## config.mk

```make
export PLATFORM = sky130hd
export DESIGN_NAME = joint_homing_calibration_sequencer_flat
export DESIGN_NICKNAME = d
export VERILOG_FILES = /design/src/jhcs_pkg.sv /design/src/jhcs_if.sv /design/src/jhcs_cfg.sv /design/src/jhcs_lane.sv /design/src/joint_homing_calibration_sequencer.sv /design/src/flat_wrapper.sv
export SDC_FILE = /design/constraint.sdc
export NUM_CORES = 1
export LEC_CHECK = 0
export ABC_AREA = 1
export BUFFER_PORTS_ARGS = -buffer_cell sky130_fd_sc_hd__buf_2
export CORE_UTILIZATION = 45
export CTS_CLUSTER_SIZE = 20
export DETAILED_ROUTE_END_ITERATION = 8
export PLACE_DENSITY = 0.85
export SETUP_SLACK_MARGIN = 0.15
export SYNTH_ARGS = -nofsm -noshare
export SYNTH_HDL_FRONTEND = slang
export SYNTH_SLANG_ARGS = --single-unit
```

## constraint.sdc

```tcl
create_clock -name clk -period 3.13 [get_ports clk]
set_input_delay 0.1565 -clock clk [delete_from_list [all_inputs] [get_ports clk]]
set_output_delay 0.1565 -clock clk [all_outputs]
set_load 0.05 [all_outputs]
```

## src/jhcs_pkg.sv

```systemverilog
`default_nettype none
package jhcs_pkg;

  localparam int NJ = 5;

  typedef enum logic [1:0] {
    MD_VEL  = 2'd0,
    MD_CUR  = 2'd1,
    MD_REF  = 2'd2,
    MD_VOLT = 2'd3
  } mode_t;

  typedef enum logic [1:0] {
    REG_REVERSE = 2'd0,
    REG_SPEED   = 2'd1,
    REG_HOLD    = 2'd2
  } reg_idx_t;

  localparam logic signed [15:0] STILL_RPM  = 16'sd5;
  localparam logic signed [31:0] COUNT_TOL  = 32'sd3;
  localparam logic [2:0]         HOLD_ITEMS = 3'd4;
  localparam logic [2:0]         CNT3_MAX   = 3'd7;
  localparam logic [11:0]        MS_MAX     = 12'd4095;

  typedef struct packed {
    logic [4:0]  reverse_mask;
    logic [14:0] search_speed;
    logic [14:0] hold_current;
  } cfg_t;

  typedef struct packed {
    logic               moving;
    logic               count_ok;
    mode_t              mode;
    logic signed [15:0] value;
  } lane_res_t;

endpackage
`default_nettype wire

```

## src/jhcs_if.sv

```systemverilog
`default_nettype none
interface jhcs_in_if;
  logic               valid;
  logic               ready;
  logic               kind;
  logic signed [15:0] speed_0;
  logic signed [15:0] speed_1;
  logic signed [15:0] speed_2;
  logic signed [15:0] speed_3;
  logic signed [15:0] speed_4;
  logic signed [31:0] count_0;
  logic signed [31:0] count_1;
  logic signed [31:0] count_2;
  logic signed [31:0] count_3;
  logic signed [31:0] count_4;

  modport source (output valid, kind, speed_0, speed_1, speed_2, speed_3, speed_4,
                  count_0, count_1, count_2, count_3, count_4, input ready);
  modport sink (input valid, kind, speed_0, speed_1, speed_2, speed_3, speed_4,
                count_0, count_1, count_2, count_3, count_4, output ready);
endinterface

interface jhcs_out_if;
  logic               valid;
  logic               ready;
  logic [1:0]         mode_0;
  logic [1:0]         mode_1;
  logic [1:0]         mode_2;
  logic [1:0]         mode_3;
  logic [1:0]         mode_4;
  logic signed [15:0] value_0;
  logic signed [15:0] value_1;
  logic signed [15:0] value_2;
  logic signed [15:0] value_3;
  logic signed [15:0] value_4;
  logic               done_res;
  logic               failed;

  modport source (output valid, mode_0, mode_1, mode_2, mode_3, mode_4,
                  value_0, value_1, value_2, value_3, value_4, done_res, failed,
                  input ready);
  modport sink (input valid, mode_0, mode_1, mode_2, mode_3, mode_4,
                value_0, value_1, value_2, value_3, value_4, done_res, failed,
                output ready);
endinterface
`default_nettype wire

```

## src/jhcs_cfg.sv

```systemverilog
`default_nettype none
module jhcs_cfg (
  input  wire logic          clk,
  input  wire logic          rst_n,
  input  wire logic          cfg_psel,
  input  wire logic          cfg_penable,
  input  wire logic          cfg_pwrite,
  input  wire logic [3:0]    cfg_paddr,
  input  wire logic [31:0]   cfg_pwdata,
  output logic [31:0]        cfg_prdata,
  output logic               cfg_pready,
  output jhcs_pkg::cfg_t     cfg
);

  jhcs_pkg::cfg_t cfg_r;
  logic           wr_en;
  logic [1:0]     idx;

  assign cfg_pready = 1'b1;
  assign idx        = cfg_paddr[3:2];
  assign wr_en      = cfg_psel && cfg_penable && cfg_pwrite && cfg_pready;

  always_ff @(posedge clk) begin
    if (!rst_n) begin
      cfg_r <= '0;
    end else if (wr_en) begin
      case (idx)
        jhcs_pkg::REG_REVERSE: cfg_r.reverse_mask <= cfg_pwdata[4:0];
        jhcs_pkg::REG_SPEED:   cfg_r.search_speed <= cfg_pwdata[14:0];
        jhcs_pkg::REG_HOLD:    cfg_r.hold_current <= cfg_pwdata[14:0];
        default: ;
      endcase
    end
  end

  always_comb begin
    case (idx)
      jhcs_pkg::REG_REVERSE: cfg_prdata = {27'd0, cfg_r.reverse_mask};
      jhcs_pkg::REG_SPEED:   cfg_prdata = {17'd0, cfg_r.search_speed};
      jhcs_pkg::REG_HOLD:    cfg_prdata = {17'd0, cfg_r.hold_current};
      default:               cfg_prdata = 32'd0;
    endcase
  end

  assign cfg = cfg_r;

endmodule
`default_nettype wire

```

## src/jhcs_lane.sv

```systemverilog
`default_nettype none
module jhcs_lane #(
  parameter int LANE        = 0,
  parameter int STOP_CYCLES = 5
) (
  input  wire logic               clk,
  input  wire logic               rst_n,
  input  wire logic               upd,
  input  wire jhcs_pkg::cfg_t     cfg,
  input  wire logic signed [15:0] speed,
  input  wire logic signed [31:0] count,
  output jhcs_pkg::lane_res_t     res
);

  localparam logic [2:0] STOP_C = 3'(STOP_CYCLES);

  logic       moving_r, moving_nxt;
  logic [2:0] stop_r, stop_nxt;
  logic       still;
  logic [2:0] stop_sat;
  logic [14:0] mag;

  assign still    = (speed > -jhcs_pkg::STILL_RPM) && (speed < jhcs_pkg::STILL_RPM);
  assign stop_sat = (stop_r == jhcs_pkg::CNT3_MAX) ? stop_r : stop_r + 3'd1;

  always_comb begin
    stop_nxt   = stop_r;
    moving_nxt = moving_r;
    if (upd && moving_r) begin
      stop_nxt   = still ? stop_sat : 3'd0;
      moving_nxt = !(stop_nxt >= STOP_C);
    end
  end

  always_ff @(posedge clk) begin
    if (!rst_n) begin
      moving_r <= 1'b1;
      stop_r   <= 3'd0;
    end else begin
      moving_r <= moving_nxt;
      stop_r   <= stop_nxt;
    end
  end

  // Command follows the moving state as it stands after this transfer
  assign mag          = moving_nxt ? cfg.search_speed : cfg.hold_current;
  assign res.moving   = moving_nxt;
  assign res.count_ok = (count >= -jhcs_pkg::COUNT_TOL) && (count <= jhcs_pkg::COUNT_TOL);
  assign res.mode     = moving_nxt ? jhcs_pkg::MD_VEL : jhcs_pkg::MD_CUR;
  assign res.value    = cfg.reverse_mask[LANE] ? -$signed({1'b0, mag}) : $signed({1'b0, mag});

endmodule
`default_nettype wire

```

## src/joint_homing_calibration_sequencer.sv

```systemverilog
// Five-joint end-stop homing and encoder zeroing sequencer.
// in_chan (valid/ready) carries either a millisecond tick (kind 0) or a control
// item (kind 1) with five motor speeds and five encoder counts. Each control
// item yields exactly one command set on out_chan; ticks yield nothing and
// only advance a saturating millisecond counter.
// Five joint lanes evaluate stop detection, count tolerance and setpoints in
// parallel; the merge logic here picks the command set by phase.
// A control item's commands are registered and valid on out_chan the cycle after
// its transfer. Throughput: one item per cycle; in_chan.ready stays high while the
// output register is empty or being drained the same cycle.
// When out_chan stalls, the command set holds in the output register and
// in_chan.ready drops until it is taken.
// Reset (rst_n low, synchronous) returns to the search phase with all joints
// moving, counters zero and configuration registers zero.
// Registers via APB on cfg_*: 0x0 reverse_mask, 0x4 search_speed,
// 0x8 hold_current; writes complete in the access cycle, pready is tied high.
`default_nettype none
module joint_homing_calibration_sequencer #(
  parameter int SETTLE_MS      = 200,
  parameter int REF_TIMEOUT_MS = 2000,
  parameter int STOP_CYCLES    = 5
) (
  input  wire logic        clk,
  input  wire logic        rst_n,
  jhcs_in_if.sink          in_chan,
  jhcs_out_if.source       out_chan,
  input  wire logic        cfg_psel,
  input  wire logic        cfg_penable,
  input  wire logic        cfg_pwrite,
  input  wire logic [3:0]  cfg_paddr,
  input  wire logic [31:0] cfg_pwdata,
  output logic [31:0]      cfg_prdata,
  output logic             cfg_pready
);

  localparam int NJ = jhcs_pkg::NJ;
  localparam logic [11:0] SETTLE_C  = 12'(SETTLE_MS);
  localparam logic [11:0] TIMEOUT_C = 12'(REF_TIMEOUT_MS);

  typedef enum logic [1:0] {
    PH_SEARCH  = 2'd0,
    PH_REFWAIT = 2'd1,
    PH_DONE    = 2'd2,
    PH_FAILED  = 2'd3
  } phase_t;

  jhcs_pkg::cfg_t      cfg;
  jhcs_pkg::lane_res_t res [NJ];
  logic signed [15:0]  speed_a [NJ];
  logic signed [31:0]  count_a [NJ];

  phase_t      phase_r, phase_nxt;
  logic [11:0] elapsed_r, elapsed_nxt;
  logic [2:0]  hold_r, hold_nxt;

  logic               out_valid_r, out_valid_nxt;
  jhcs_pkg::mode_t    mode_r [NJ];
  jhcs_pkg::mode_t    mode_nxt [NJ];
  logic signed [15:0] value_r [NJ];
  logic signed [15:0] value_nxt [NJ];
  logic               done_r, done_nxt, failed_r, failed_nxt;

  logic in_xfer, ctl_xfer, tick_xfer, hold_go, upd;
  logic any_moving, all_ok;

  jhcs_cfg u_cfg (
    .clk, .rst_n, .cfg_psel, .cfg_penable, .cfg_pwrite, .cfg_paddr, .cfg_pwdata,
    .cfg_prdata, .cfg_pready, .cfg
  );

  assign speed_a[0] = in_chan.speed_0;
  assign speed_a[1] = in_chan.speed_1;
  assign speed_a[2] = in_chan.speed_2;
  assign speed_a[3] = in_chan.speed_3;
  assign speed_a[4] = in_chan.speed_4;
  assign count_a[0] = in_chan.count_0;
  assign count_a[1] = in_chan.count_1;
  assign count_a[2] = in_chan.count_2;
  assign count_a[3] = in_chan.count_3;
  assign count_a[4] = in_chan.count_4;

  assign in_chan.ready = !out_valid_r || out_chan.ready;
  assign in_xfer   = in_chan.valid && in_chan.ready;
  assign ctl_xfer  = in_xfer && in_chan.kind;
  assign tick_xfer = in_xfer && !in_chan.kind;
  assign hold_go   = hold_r >= jhcs_pkg::HOLD_ITEMS;
  assign upd       = ctl_xfer && (phase_r == PH_SEARCH) && !hold_go && (elapsed_r >= SETTLE_C);

  for (genvar j = 0; j < NJ; j++) begin : g_lane
    jhcs_lane #(.LANE(j), .STOP_CYCLES(STOP_CYCLES)) u_lane (
      .clk, .rst_n, .upd, .cfg, .speed(speed_a[j]), .count(count_a[j]), .res(res[j])
    );
  end

  always_comb begin
    any_moving = 1'b0;
    all_ok     = 1'b1;
    for (int j = 0; j < NJ; j++) begin
      any_moving = any_moving | res[j].moving;
      all_ok     = all_ok & res[j].count_ok;
    end
  end

  // Merge lane results by phase
  always_comb begin
    phase_nxt     = phase_r;
    elapsed_nxt   = elapsed_r;
    hold_nxt      = hold_r;
    out_valid_nxt = out_valid_r && !out_chan.ready;
    mode_nxt      = mode_r;
    value_nxt     = value_r;
    done_nxt      = done_r;
    failed_nxt    = failed_r;

    if (tick_xfer && (elapsed_r != jhcs_pkg::MS_MAX)) begin
      elapsed_nxt = elapsed_r + 12'd1;
    end

    if (ctl_xfer) begin
      out_valid_nxt = 1'b1;
      done_nxt      = 1'b0;
      failed_nxt    = 1'b0;
      for (int j = 0; j < NJ; j++) begin
        mode_nxt[j]  = jhcs_pkg::MD_VOLT;
        value_nxt[j] = 16'sd0;
      end
      case (phase_r)
        PH_SEARCH: begin
          if (hold_go) begin
            for (int j = 0; j < NJ; j++) mode_nxt[j] = jhcs_pkg::MD_REF;
            elapsed_nxt = 12'd0;
            phase_nxt   = PH_REFWAIT;
          end else begin
            if (upd) begin
              if (any_moving) hold_nxt = 3'd0;
              else if (hold_r != jhcs_pkg::CNT3_MAX) hold_nxt = hold_r + 3'd1;
            end
            for (int j = 0; j < NJ; j++) begin
              mode_nxt[j]  = res[j].mode;
              value_nxt[j] = res[j].value;
            end
          end
        end
        PH_REFWAIT: begin
          if (elapsed_r > TIMEOUT_C) begin
            phase_nxt  = PH_FAILED;
            failed_nxt = 1'b1;
          end else if (!all_ok) begin
            for (int j = 0; j < NJ; j++) mode_nxt[j] = jhcs_pkg::MD_REF;
          end else begin
            phase_nxt = PH_DONE;
            done_nxt  = 1'b1;
          end
        end
        PH_DONE:   done_nxt   = 1'b1;
        PH_FAILED: failed_nxt = 1'b1;
        default: ;
      endcase
    end
  end

  always_ff @(posedge clk) begin
    if (!rst_n) begin
      phase_r     <= PH_SEARCH;
      elapsed_r   <= 12'd0;
      hold_r      <= 3'd0;
      out_valid_r <= 1'b0;
    end else begin
      phase_r     <= phase_nxt;
      elapsed_r   <= elapsed_nxt;
      hold_r      <= hold_nxt;
      out_valid_r <= out_valid_nxt;
    end
    mode_r   <= mode_nxt;
    value_r  <= value_nxt;
    done_r   <= done_nxt;
    failed_r <= failed_nxt;
  end

  assign out_chan.valid    = out_valid_r;
  assign out_chan.mode_0   = mode_r[0];
  assign out_chan.mode_1   = mode_r[1];
  assign out_chan.mode_2   = mode_r[2];
  assign out_chan.mode_3   = mode_r[3];
  assign out_chan.mode_4   = mode_r[4];
  assign out_chan.value_0  = value_r[0];
  assign out_chan.value_1  = value_r[1];
  assign out_chan.value_2  = value_r[2];
  assign out_chan.value_3  = value_r[3];
  assign out_chan.value_4  = value_r[4];
  assign out_chan.done_res = done_r;
  assign out_chan.failed   = failed_r;

  a_done_fail_excl: assert property (@(posedge clk) disable iff (!rst_n)
    out_valid_r |-> !(done_r && failed_r))
    else $error("done and failed flagged together");

  a_fail_sticky: assert property (@(posedge clk) disable iff (!rst_n)
    (phase_r == PH_FAILED) |=> (phase_r == PH_FAILED))
    else $error("failure phase left without reset");

  a_done_volt: assert property (@(posedge clk) disable iff (!rst_n)
    (out_valid_r && (done_r || failed_r)) |->
      (mode_r[0] == jhcs_pkg::MD_VOLT) && (mode_r[4] == jhcs_pkg::MD_VOLT) &&
      (value_r[0] == 16'sd0) && (value_r[4] == 16'sd0))
    else $error("terminal result carries a non-voltage command");

  a_tick_count: assert property (@(posedge clk) disable iff (!rst_n)
    (tick_xfer && (elapsed_r != jhcs_pkg::MS_MAX)) |=>
      (elapsed_r == $past(elapsed_r) + 12'd1))
    else $error("tick did not advance millisecond counter");

endmodule
`default_nettype wire

```

## src/flat_wrapper.sv

```systemverilog
// flat-port wrapper written by rule: the top's interface ports become plain ports
module joint_homing_calibration_sequencer_flat 
#(
  parameter int SETTLE_MS      = 200,
  parameter int REF_TIMEOUT_MS = 2000,
  parameter int STOP_CYCLES    = 5
)
  (clk, rst_n, cfg_psel, cfg_penable, cfg_pwrite, cfg_paddr, cfg_pwdata, cfg_prdata, cfg_pready, in_chan_valid, in_chan_kind, in_chan_speed_0, in_chan_speed_1, in_chan_speed_2, in_chan_speed_3, in_chan_speed_4, in_chan_count_0, in_chan_count_1, in_chan_count_2, in_chan_count_3, in_chan_count_4, in_chan_ready, out_chan_valid, out_chan_mode_0, out_chan_mode_1, out_chan_mode_2, out_chan_mode_3, out_chan_mode_4, out_chan_value_0, out_chan_value_1, out_chan_value_2, out_chan_value_3, out_chan_value_4, out_chan_done_res, out_chan_failed, out_chan_ready);
  jhcs_in_if in_chan_i ();
  jhcs_out_if out_chan_i ();
  input  wire logic clk;
  input  wire logic rst_n;
  input  wire logic cfg_psel;
  input  wire logic cfg_penable;
  input  wire logic cfg_pwrite;
  input  wire logic [3:0] cfg_paddr;
  input  wire logic [31:0] cfg_pwdata;
  output logic [31:0] cfg_prdata;
  output logic cfg_pready;
  input wire logic [$bits(in_chan_i.valid)-1:0] in_chan_valid;
  input wire logic [$bits(in_chan_i.kind)-1:0] in_chan_kind;
  input wire logic [$bits(in_chan_i.speed_0)-1:0] in_chan_speed_0;
  input wire logic [$bits(in_chan_i.speed_1)-1:0] in_chan_speed_1;
  input wire logic [$bits(in_chan_i.speed_2)-1:0] in_chan_speed_2;
  input wire logic [$bits(in_chan_i.speed_3)-1:0] in_chan_speed_3;
  input wire logic [$bits(in_chan_i.speed_4)-1:0] in_chan_speed_4;
  input wire logic [$bits(in_chan_i.count_0)-1:0] in_chan_count_0;
  input wire logic [$bits(in_chan_i.count_1)-1:0] in_chan_count_1;
  input wire logic [$bits(in_chan_i.count_2)-1:0] in_chan_count_2;
  input wire logic [$bits(in_chan_i.count_3)-1:0] in_chan_count_3;
  input wire logic [$bits(in_chan_i.count_4)-1:0] in_chan_count_4;
  output wire logic [$bits(in_chan_i.ready)-1:0] in_chan_ready;
  output wire logic [$bits(out_chan_i.valid)-1:0] out_chan_valid;
  output wire logic [$bits(out_chan_i.mode_0)-1:0] out_chan_mode_0;
  output wire logic [$bits(out_chan_i.mode_1)-1:0] out_chan_mode_1;
  output wire logic [$bits(out_chan_i.mode_2)-1:0] out_chan_mode_2;
  output wire logic [$bits(out_chan_i.mode_3)-1:0] out_chan_mode_3;
  output wire logic [$bits(out_chan_i.mode_4)-1:0] out_chan_mode_4;
  output wire logic [$bits(out_chan_i.value_0)-1:0] out_chan_value_0;
  output wire logic [$bits(out_chan_i.value_1)-1:0] out_chan_value_1;
  output wire logic [$bits(out_chan_i.value_2)-1:0] out_chan_value_2;
  output wire logic [$bits(out_chan_i.value_3)-1:0] out_chan_value_3;
  output wire logic [$bits(out_chan_i.value_4)-1:0] out_chan_value_4;
  output wire logic [$bits(out_chan_i.done_res)-1:0] out_chan_done_res;
  output wire logic [$bits(out_chan_i.failed)-1:0] out_chan_failed;
  input wire logic [$bits(out_chan_i.ready)-1:0] out_chan_ready;
  assign in_chan_i.valid = in_chan_valid;
  assign in_chan_i.kind = in_chan_kind;
  assign in_chan_i.speed_0 = in_chan_speed_0;
  assign in_chan_i.speed_1 = in_chan_speed_1;
  assign in_chan_i.speed_2 = in_chan_speed_2;
  assign in_chan_i.speed_3 = in_chan_speed_3;
  assign in_chan_i.speed_4 = in_chan_speed_4;
  assign in_chan_i.count_0 = in_chan_count_0;
  assign in_chan_i.count_1 = in_chan_count_1;
  assign in_chan_i.count_2 = in_chan_count_2;
  assign in_chan_i.count_3 = in_chan_count_3;
  assign in_chan_i.count_4 = in_chan_count_4;
  assign in_chan_ready = in_chan_i.ready;
  assign out_chan_valid = out_chan_i.valid;
  assign out_chan_mode_0 = out_chan_i.mode_0;
  assign out_chan_mode_1 = out_chan_i.mode_1;
  assign out_chan_mode_2 = out_chan_i.mode_2;
  assign out_chan_mode_3 = out_chan_i.mode_3;
  assign out_chan_mode_4 = out_chan_i.mode_4;
  assign out_chan_value_0 = out_chan_i.value_0;
  assign out_chan_value_1 = out_chan_i.value_1;
  assign out_chan_value_2 = out_chan_i.value_2;
  assign out_chan_value_3 = out_chan_i.value_3;
  assign out_chan_value_4 = out_chan_i.value_4;
  assign out_chan_done_res = out_chan_i.done_res;
  assign out_chan_failed = out_chan_i.failed;
  assign out_chan_i.ready = out_chan_ready;
  joint_homing_calibration_sequencer #(.SETTLE_MS(SETTLE_MS), .REF_TIMEOUT_MS(REF_TIMEOUT_MS), .STOP_CYCLES(STOP_CYCLES)) u_core (.clk(clk), .rst_n(rst_n), .in_chan(in_chan_i), .out_chan(out_chan_i), .cfg_psel(cfg_psel), .cfg_penable(cfg_penable), .cfg_pwrite(cfg_pwrite), .cfg_paddr(cfg_paddr), .cfg_pwdata(cfg_pwdata), .cfg_prdata(cfg_prdata), .cfg_pready(cfg_pready));
endmodule
```

# Word-level counts from Yosys, hierarchy flattened
# Cells that the tools add are included.
[word_totals]
ramBits = 0
rom_bits = 0
memories = 0
latchBits = 0
word_cells = 204
input_bits = 284
ff_bits = 165
[classes]
bitwise_logic = 15
n_mul = 0
n_eq_ne = 14
order_cmp = 28
n_div = 0
addsub = 12
shifts = 0
mux = 51
reduce_logical = 50
[op_table]
columns = ["cell", "n"]
rows = [
  ["32-bit by 3-bit greater-or-equal comparator with 1-bit output (second input constant)", 5],
  ["32-bit by 3-bit less-or-equal comparator with 1-bit output (second input constant)", 5],
  ["15-bit two-way mux", 10],
  ["16-bit by 4-bit > comparator with 1-bit output (second input constant)", 5],
  ["16-bit by 4-bit < comparator with 1-bit output (second input constant)", 5],
  ["15-bit negation with 16-bit output", 5],
  ["12-bit two-way mux", 4],
  ["15-bit case mux with 3 select lines", 1],
  ["3-bit two-way mux", 12],
  ["1-bit logical AND", 25],
  ["10-bit two-way mux", 2],
  ["10-bit case mux with 2 select lines", 1],
  ["3-bit by 1-bit adder with 3-bit output (second input constant)", 6],
  ["3-bit greater-or-equal comparator (second input constant)", 6],
  ["3-bit equality test (second input constant)", 5],
  ["3-bit OR reduction", 5],
  ["1-bit two-way mux", 14],
  ["12-bit by 1-bit adder with 12-bit output (second input constant)", 1],
  ["12-bit by 8-bit greater-or-equal comparator with 1-bit output (second input constant)", 1],
  ["12-bit by 11-bit > comparator with 1-bit output (second input constant)", 1],
  ["12-bit inequality test (second input constant)", 1],
  ["1-bit logical NOT", 9],
  ["9-bit two-way mux", 1],
  ["1-bit inverter", 7],
  ["17 further kinds", 33],
]

# Longest topological paths before layout
# Gate-level depths: netlist (run 1).
[logic_depth]
word_depth = 15
depth_mapped = 21

# By module
# From an unflattened synthesis (run 1), not the netlist that was laid out.
[hier_totals]
cells_unflattened = 1915
hier_area_um2 = 12443.2
[by_module_without_submodules]
columns = ["module", "instances", "area_per_inst_um2", "cells_each"]
rows = [
  ["jhcs_lane", 5, 1188.6, 232],
  ["joint_homing_calibration_sequencer", 1, 4678.2, 465],
  ["jhcs_cfg", 1, 1821.7, 290],
]

# Worst setup path before layout (run 1)
# Ideal clock, no wire load.
[synth_path]
path_type = "reg2reg"
start = "register u_core.out_valid_r (netlist: u_core.out_chan.valid)"
end = "register u_core.done_r (netlist: u_core.out_chan.done_res), enable pin"
t_required_ns = 2.689
slack_ns = 0.077
arrival_ns = 2.611
path_buffers = 0
path_stages_with_launch = 4
synth_period_minus_slack_ns = 3.053
path_cell_list = "dfxtp_1 nand2_4 nand3_4 inv_1"
[synth_between]
elab_chain_len = 4
[synth_rtl]
columns = ["item", "line_no", "rtl"]
rows = [
  ["from (decl)", "joint_homing_calibration_sequencer.sv:56", "logic out_valid_r, out_valid_nxt;"],
  ["from (signal assigned)", "joint_homing_calibration_sequencer.sv:172", "out_valid_r <= out_valid_nxt;"],
  ["1-bit logical NOT", "joint_homing_calibration_sequencer.sv:82", "assign in_chan.ready = !out_valid_r || out_chan.ready;"],
  ["1-bit logical OR", "joint_homing_calibration_sequencer.sv:82", ""],
  ["via in_chan_ready", "flat_wrapper.sv:32", "output wire logic [$bits(in_chan_i.ready)-1:0] in_chan_ready;"],
  ["1-bit logical AND", "joint_homing_calibration_sequencer.sv:83", "assign in_xfer = in_chan.valid && in_chan.ready;"],
  ["1-bit logical AND", "joint_homing_calibration_sequencer.sv:84", "assign ctl_xfer = in_xfer && in_chan.kind;"],
  ["via u_core.ctl_xfer", "joint_homing_calibration_sequencer.sv:63", "logic in_xfer, ctl_xfer, tick_xfer, hold_go, upd;"],
  ["to (signal assigned)", "joint_homing_calibration_sequencer.sv:176", "done_r <= done_nxt;"],
  ["to (decl)", "joint_homing_calibration_sequencer.sv:61", "logic done_r, done_nxt, failed_r, failed_nxt;"],
]
# The timed path passes the listed nets, and every way through them passes these cells.
# A chain may end at the register's enable or synchronous reset.

# Worst setup path after layout (run 1)
[layout_path]
start = "register u_core.g_lane[2].u_lane.stop_r[0]"
end = "register u_core.value_r (netlist bit u_core.out_chan.value_2[14]), data pin"
[layout_between]
elab_chain_len = 9
elab_cells_between_ends = 10
cone_classes = "add/sub (2); order compare (1); eq/ne (1); mux (5); reduce/logical (1)"
[layout_rtl]
columns = ["item", "line_no", "rtl"]
rows = [
  ["from (decl)", "jhcs_lane.sv:18", "logic [2:0] stop_r, stop_nxt;"],
  ["from (signal assigned)", "jhcs_lane.sv:41", "stop_r <= stop_nxt;"],
  ["3-bit by 1-bit adder with 3-bit output or 3-bit equality test (tied branches)", "jhcs_lane.sv:24", "assign stop_sat = (stop_r == jhcs_pkg::CNT3_MAX) ? stop_r : stop_r + 3'd1;"],
  ["3-bit two-way mux (*)", "jhcs_lane.sv:24", ""],
  ["3-bit two-way mux (*)", "jhcs_lane.sv:30", "stop_nxt = still ? stop_sat : 3'd0;"],
  ["3-bit greater-or-equal comparator (*)", "jhcs_lane.sv:31", "moving_nxt = !(stop_nxt >= STOP_C);"],
  ["1-bit logical NOT (*)", "jhcs_lane.sv:31", ""],
  ["1-bit two-way mux (*)", "jhcs_lane.sv:29", "if (upd && moving_r) begin"],
  ["15-bit two-way mux (*)", "jhcs_lane.sv:46", "assign mag = moving_nxt ? cfg.search_speed : cfg.hold_current;"],
  ["15-bit negation with 16-bit output", "jhcs_lane.sv:50", "assign res.value = cfg.reverse_mask[LANE] ? -$signed({1'b0, mag}) : $signed({1'b0, mag});"],
  ["15-bit two-way mux (*)", "jhcs_lane.sv:50", ""],
  ["to (signal assigned)", "joint_homing_calibration_sequencer.sv:175", "value_r <= value_nxt;"],
  ["to (decl)", "joint_homing_calibration_sequencer.sv:59", "logic signed [15:0] value_r [NJ];"],
]
# Every way passes the cells marked *; elsewhere a longest branch is shown, timed or not.

==> flow_summary.json, run 1 <==
{
  "critPathCaptureType": "register",
  "num_io_pins": 411,
  "slew_headroom_pct": 41.9,
  "grt_use_total_pct": 31.4,
  "synthTopCellsByArea": "edfxtp_1 24%, nand2_1 14%, dfxtp_1 13%",
  "outcome": "finished clean",
  "drtPass1Iterations": 6,
  "drc_errors": 0,
  "overflow": 0,
  "core_region_area_um2": 24400,
  "gp_congestion": 1.01,
  "fillCellCount": 2230,
  "start_kind": "register",
  "hold_viol": 0,
  "vias": 13000,
  "worstSetupPathType": "register to register",
  "hold_path_class": "input pin to register",
  "cts_tree": "done",
  "vias_per_cell": 5.46,
  "hpwl_um": 33300,
  "port_buffers": 373,
  "wl_per_cell_um": 17.3,
  "startpoint": "u_core.g_lane[2].u_lane.stop_r[0]",
  "routed_wl_um": 41300,
  "maxCapViolations": 0,
  "synthArstFlopShare_pct": 0,
  "r2r_start": "u_core.g_lane[2].u_lane.stop_r[0]",
  "synthToLayoutAreaGrowth_pct": 26.3,
  "ys_ff_latch": 161,
  "p_leak_nw": 7.02,
  "clkTransAtPathRegs_ps": 70,
  "initial_core_util_pct": 46.1,
  "synth_ff_type": "edfxtp_1",
  "ys_seq_area_share_pct": 36.5,
  "postSynthAreaPerCell_um2": 6.73,
  "die_area_um2": 25600,
  "root_buffer": "clkbuf_16",
  "yosysUniqueCellTypes": 43,
  "cp_max_fo": 14,
  "nNetsFinal": 2343,
  "grt_first_pass_wirelength_um": 62200,
  "setup_viol": 0,
  "fin_util_pct": 58.2,
  "synth_top_area_share_pct": 23.5,
  "yosys-top-cells-count": "426 x nand2_1, 239 x nor2_1, 145 x inv_1",
  "dieHeight_um": 160,
  "setup_tns_ps": 0,
  "rsz0062_at_grt": "true",
  "multi_input_area_um2": 6260,
  "synthCells": 1670,
  "ir_worst_vdd_mv": 0.386,
  "clock_sinks": 161,
  "regArea_um2": 4100,
  "synth_edf_count": 88,
  "cp.arrival_ps": 3100,
  "yosysWarningCount": 0,
  "synth.cell_area_um2": 11200,
  "cellPowerDensity_nw_per_um2": 383,
  "drive_gt1_share_pct": 25.1,
  "regToRegSetupSlack_ps": 320,
  "grt_pass1_vias": 11600,
  "drtIter0Drc": 1229,
  "fin_crit_ps": 2810,
  "clockBufferDepth": 2,
  "insertion_delay_ps": 440,
  "min_from": "cfg_pwdata[13]",
  "rows": 57,
  "die_x_um": 160,
  "yosysMostFrequentCell": "nand2_1",
  "required_ps": 3420,
  "ant_nets": 0,
  "period_share_pct": 89.9,
  "tightest_slew_ps": 871,
  "synth_area_leader_cell": "edfxtp_1",
  "finalClockSkew_ps": 12.1,
  "ctsHtreeMaxLevel": 4,
  "numCtsBuffers": 17,
  "grt_max_degree": 64,
  "max_clock_freq_ghz": 0.355,
  "antenna_found_initial": 10,
  "final_max_slew_viol_count": 0
}
## what timing repair did
item / in CTS / in global routing
gates resized for setup: 0 / 40
setup buffers: 0 / 13
endpoints found under the setup margin: 0 / 51
hold buffers: 3 / 0
hold endpoints to repair: 3 / 0
## routing by layer
layer | global-route usage (%) | share of wire [%] | vias up
met5 | 0 | 0.041 | -
met4 | 9.74 | 2.8 | 4
met3 | 6.91 | 9.5 | 94
met2 | 53.3 | 47 | 741
met1 | 39.7 | 40 | 5869
li1 | - | - | 6326
## power breakdown
group | total, mW | switching, mW | internal [mW] | leakage [nW]
combinational | 0.883 | 0.611 | 0.271 | 5.28
sequential | 2.32 | 0.0370 | 2.29 | 1.44
clock | 2.23 | 0.951 | 1.28 | 0.298
## placed cells by master, fill, tap and decap left out, types with 17 or more instances in the layout
master     synthesis  final
nand2_1          426    414
buf_2              4    373
nor2_1           239    230
inv_1            145    144
o21ai_0          116    114
a21oi_1          113    113
nand3_1          112    111
edfxtp_1          88     88
dfxtp_1           73     73
nand4_1           51     51
nor4_1            39     39
o21ai_1           33     32
nor3_1            31     31
nand2_2           19     27
buf_4             33     27
nor2_2            10     19
conb_1             2     18
ha_1              18     17
clkbuf_16          0     17
## layout make-up
class / instances / area share, %
Clock inverter: 15 / 1.39
Timing Repair Buffer: 411 / 15.6
Sequential cell: 161 / 28.9
Tap cell: 324 / 2.85
Antenna cell: 7 / 0.123
Multi-Input combinational cell: 1295 / 44.1
Inverter: 155 / 4.12
Clock buffer: 17 / 2.99
## worst paths after layout
path                                                    end  cells after the start
worst min register to register             u_core.hold_r[1]                      2
worst max register to register  u_core.out_chan.value_2[14]                     17
worst min-delay path                   u_core.u_cfg.cfg[28]                      3
worst max-delay path            u_core.out_chan.value_2[14]                     17
## kinds of logic after synthesis
group	Yosys count	synth area share, %
compound gates	297	14.1
xor+xnor	11	0.857
fa+ha+maj	18	2.00
buf+inv	230	9.26
flops	161	36.5
mux	5	0.501
other cells	2	0.0668
simple gates	946	36.7
## worst max-delay path: stages, from the launching register on
cell and delay [ps]:
dfxtp_1 330, ha_1 210, nand2_1 110, mux2_1 330, nand2_1 90, nand2_1 60, nand2_2 90, buf_4 200
nand3_1 100, nand2_2 130, ha_1 210, nand3_2 120, o21ai_4 200, clkbuf_2 180, nand3_2 70, nand2_1 60
inv_1 30, nor2_1 110
## sequential cells by signal (all words and copies together), names as in the netlist, 2 cells and up
name and count:
u_core.out_chan.value_1 16, u_core.out_chan.value_0 16, u_core.out_chan.value_2 16, u_core.phase_r 2, u_core.out_chan.mode_4 2, u_core.hold_r 3, u_core.g_lane.u_lane.moving_r 5, u_core.u_cfg.cfg 35
u_core.out_chan.value_4 16, u_core.out_chan.value_3 16, u_core.g_lane.u_lane.stop_r 15, u_core.elapsed_r 12
## per-stage QoR
stage                     cell area [um2]  power (mW)  hold WS [ps]  setup slack [ps]  instances
after floorplan                     11300        2.89           291               406       1686
after global placement              13300        3.21           396               316       2330
after detailed placement            13300        3.23           407               175       2330
after CTS                           14000        5.43          9.66               163       2365
after global routing                14200        5.60          25.1               131       2384
final                               14200        5.44          12.4               315       2385
Note: power is estimated with default switching activity, not from simulation.
==> run 2: changes to the inputs <==
Settings changed: CELL_PAD_IN_SITES_DETAIL_PLACEMENT set to 0, CELL_PAD_IN_SITES_GLOBAL_PLACEMENT set to 1, CORE_UTILIZATION 45 to 35, PLACE_DENSITY 0.85 to 0.93, SETUP_SLACK_MARGIN 0.15 to 0.05.
==> flow_summary.json, run 2 (synthesis gave the netlist of run 1 again) <==
{
  "final_common_cell": "nand2_1",
  "cts_tree": "done",
  "maxCapViolations": 0,
  "period_share_pct": 90.2,
  "p_seq_share_pct": 44.3,
  "insertion_delay_ps": 440,
  "synthToLayoutAreaGrowth_pct": 25.8,
  "clkTransAtPathRegs_ps": 70,
  "ctsHtreeMaxLevel": 4,
  "die_x_um": 181,
  "critPathCaptureType": "register",
  "outcome": "finished clean",
  "power.total_mw": 5.26,
  "routed_wl_um": 41400,
  "drive_gt1_share_pct": 24.2,
  "hpwl_um": 32400,
  "regToRegSetupSlack_ps": 310,
  "cp_max_fo": 8,
  "cp.arrival_ps": 3030,
  "final_cell_mix": "420 x nand2_1, 373 x buf_2, 236 x nor2_1",
  "place_ws_ps": 169,
  "rows": 65,
  "setup_tns_ps": 0,
  "switching_share_pct": 30.0,
  "num_io_pins": 411,
  "antenna_found_initial": 7,
  "place_area_um2": 13400,
  "core_region_area_um2": 31600,
  "startpoint": "u_core.phase_r[0]",
  "die_area_um2": 32800,
  "initial_core_util_pct": 35.6,
  "hold_path_class": "input pin to register",
  "r2r_cells": 18,
  "largest_reg_flops": 35,
  "vias": 12700,
  "numCtsBuffers": 17,
  "grt_pass1_vias": 11600,
  "root_buffer": "clkbuf_16",
  "worstPathCellList": "inv_1 -> ha_2 -> nand2_1 -> nor2_4 -> nand4_1 -> nor2_2 -> nand2_4 -> nand2_8 -> nand2_1 -> nand2_1 -> ha_1 -> nand3_1 -> nor2_2 -> nand2_1 -> nand2_2 -> o21ai_0 -> nor2_1 -> nor2_1",
  "nNetsFinal": 2338,
  "max_clock_freq_ghz": 0.354,
  "reg2reg_to": "u_core.out_chan.value_3[8]",
  "power_frac_comb_pct": 16.7,
  "ant_nets": 0,
  "setup_viol": 0,
  "p_sw_mw": 1.58,
  "p_leak_nw": 6.98,
  "gp_congestion": 1.01,
  "port_buffers": 373,
  "dieHeight_um": 181,
  "p_int_mw": 3.68,
  "slowest_stage": "dfxtp_1",
  "clockBufferDepth": 2,
  "required_ps": 3330,
  "worstSetupPathType": "register to register",
  "clockPowerShare_pct": 39.0,
  "wl_per_cell_um": 16.9,
  "finalClockSkew_ps": 9.44,
  "grt_use_total_pct": 24.8,
  "grt_max_degree": 70,
  "r2r_start": "u_core.phase_r[0]",
  "final_max_slew_viol_count": 0,
  "drtIter0Drc": 1108,
  "path_common_cell": "nand2_1",
  "cellPowerDensity_nw_per_um2": 372,
  "crit_path_end": "u_core.out_chan.value_3[8]",
  "hold_viol": 0,
  "drc_errors": 0,
  "drtPass1Iterations": 5,
  "tightest_slew_ps": 815,
  "finalInstanceArea_um2": 14100,
  "overflow": 0,
  "slew_headroom_pct": 45.6,
  "grt_first_pass_wirelength_um": 63000,
  "ir_worst_vdd_mv": 0.270,
  "vias_per_cell": 5.19,
  "fin_crit_ps": 2820,
  "clock_sinks": 161,
  "rsz0062_at_grt": "false",
  "start_kind": "register",
  "setup_slack_ps": 307,
  "fin_util_pct": 44.8,
  "slowest_delay_ps": 340
}
-- run 2: changes by cell type in the layout (fill, tap and decap cells not counted), sizes merged, moves of 2 or more --
| cell | change |
|---|---|
| diode | -5 |
| bufinv | -3 |
| clkbuf | +2 |
| buf | -4 |
| clkinvlp | -3 |
| clkinv | +4 |
-- run 2: critical path: cells and delay by family (launching register included) --
family | cells | cell delay [ps]
compound gates | 1 | 130
simple gates | 14 | 1620
buf+inv | 1 | 100
fa+ha+maj | 2 | 400
flops | 1 | 340
-- run 2: worst min-delay path by stage --
stage                               from              endpoint  slack [ps]  cells past startpoint
final                     cfg_pwdata[11]  u_core.u_cfg.cfg[26]           7                      3
after global routing      cfg_pwdata[11]  u_core.u_cfg.cfg[26]          10                      3
after CTS                 cfg_pwdata[11]  u_core.u_cfg.cfg[26]           5                      3
after detailed placement  cfg_pwdata[12]  u_core.u_cfg.cfg[27]         400                      3
after global placement    cfg_pwdata[12]  u_core.u_cfg.cfg[27]         400                      3
after floorplan            cfg_pwdata[9]  u_core.u_cfg.cfg[24]         290                      2
-- run 2: area by class of cell --
class,instances,area [um2]
inverters,155,583
clock buffers,20,478
clock inverters,12,96.3
flip-flops and latches,161,4100
well taps,402,503
multi-input cells,1295,6220
diodes,2,5.00
fillers,3285,17400
repair buffers,406,2150
-- run 2: repair_timing --
action | in CTS | in global routing
endpoints found under the setup margin | 0 | 44
gates resized for setup | 0 | 21
hold buffers | 3 | 0
endpoints found under the hold margin | 3 | 0
buffers inserted | 0 | 6
-- run 2: per-stage QoR --
step	instances	hold WS, ps
CTS	2445	5.04
global route	2452	10.7
finish	2453	7.19
global placement	2410	397
floorplan	1686	291
detailed placement	2410	401
-- run 2: power by group through the flow --
stage,Clock [mW],Sequential (mW),Combinational [mW]
global route,2.16,2.33,0.951
finish,2.05,2.33,0.878
floorplan,0,2.52,0.366
global placement,0,2.37,0.854
detailed placement,0,2.37,0.864
CTS,2.07,2.33,0.870
-- run 2: layer usage --
metal	share of wire [%]	vias to the layer above	track usage [%]
li1	-	6322	-
met1	42	5692	31.2
met2	47	602	42.1
met3	7.3	100	4.33
met4	3.5	8	9.25
met5	0.13	-	0
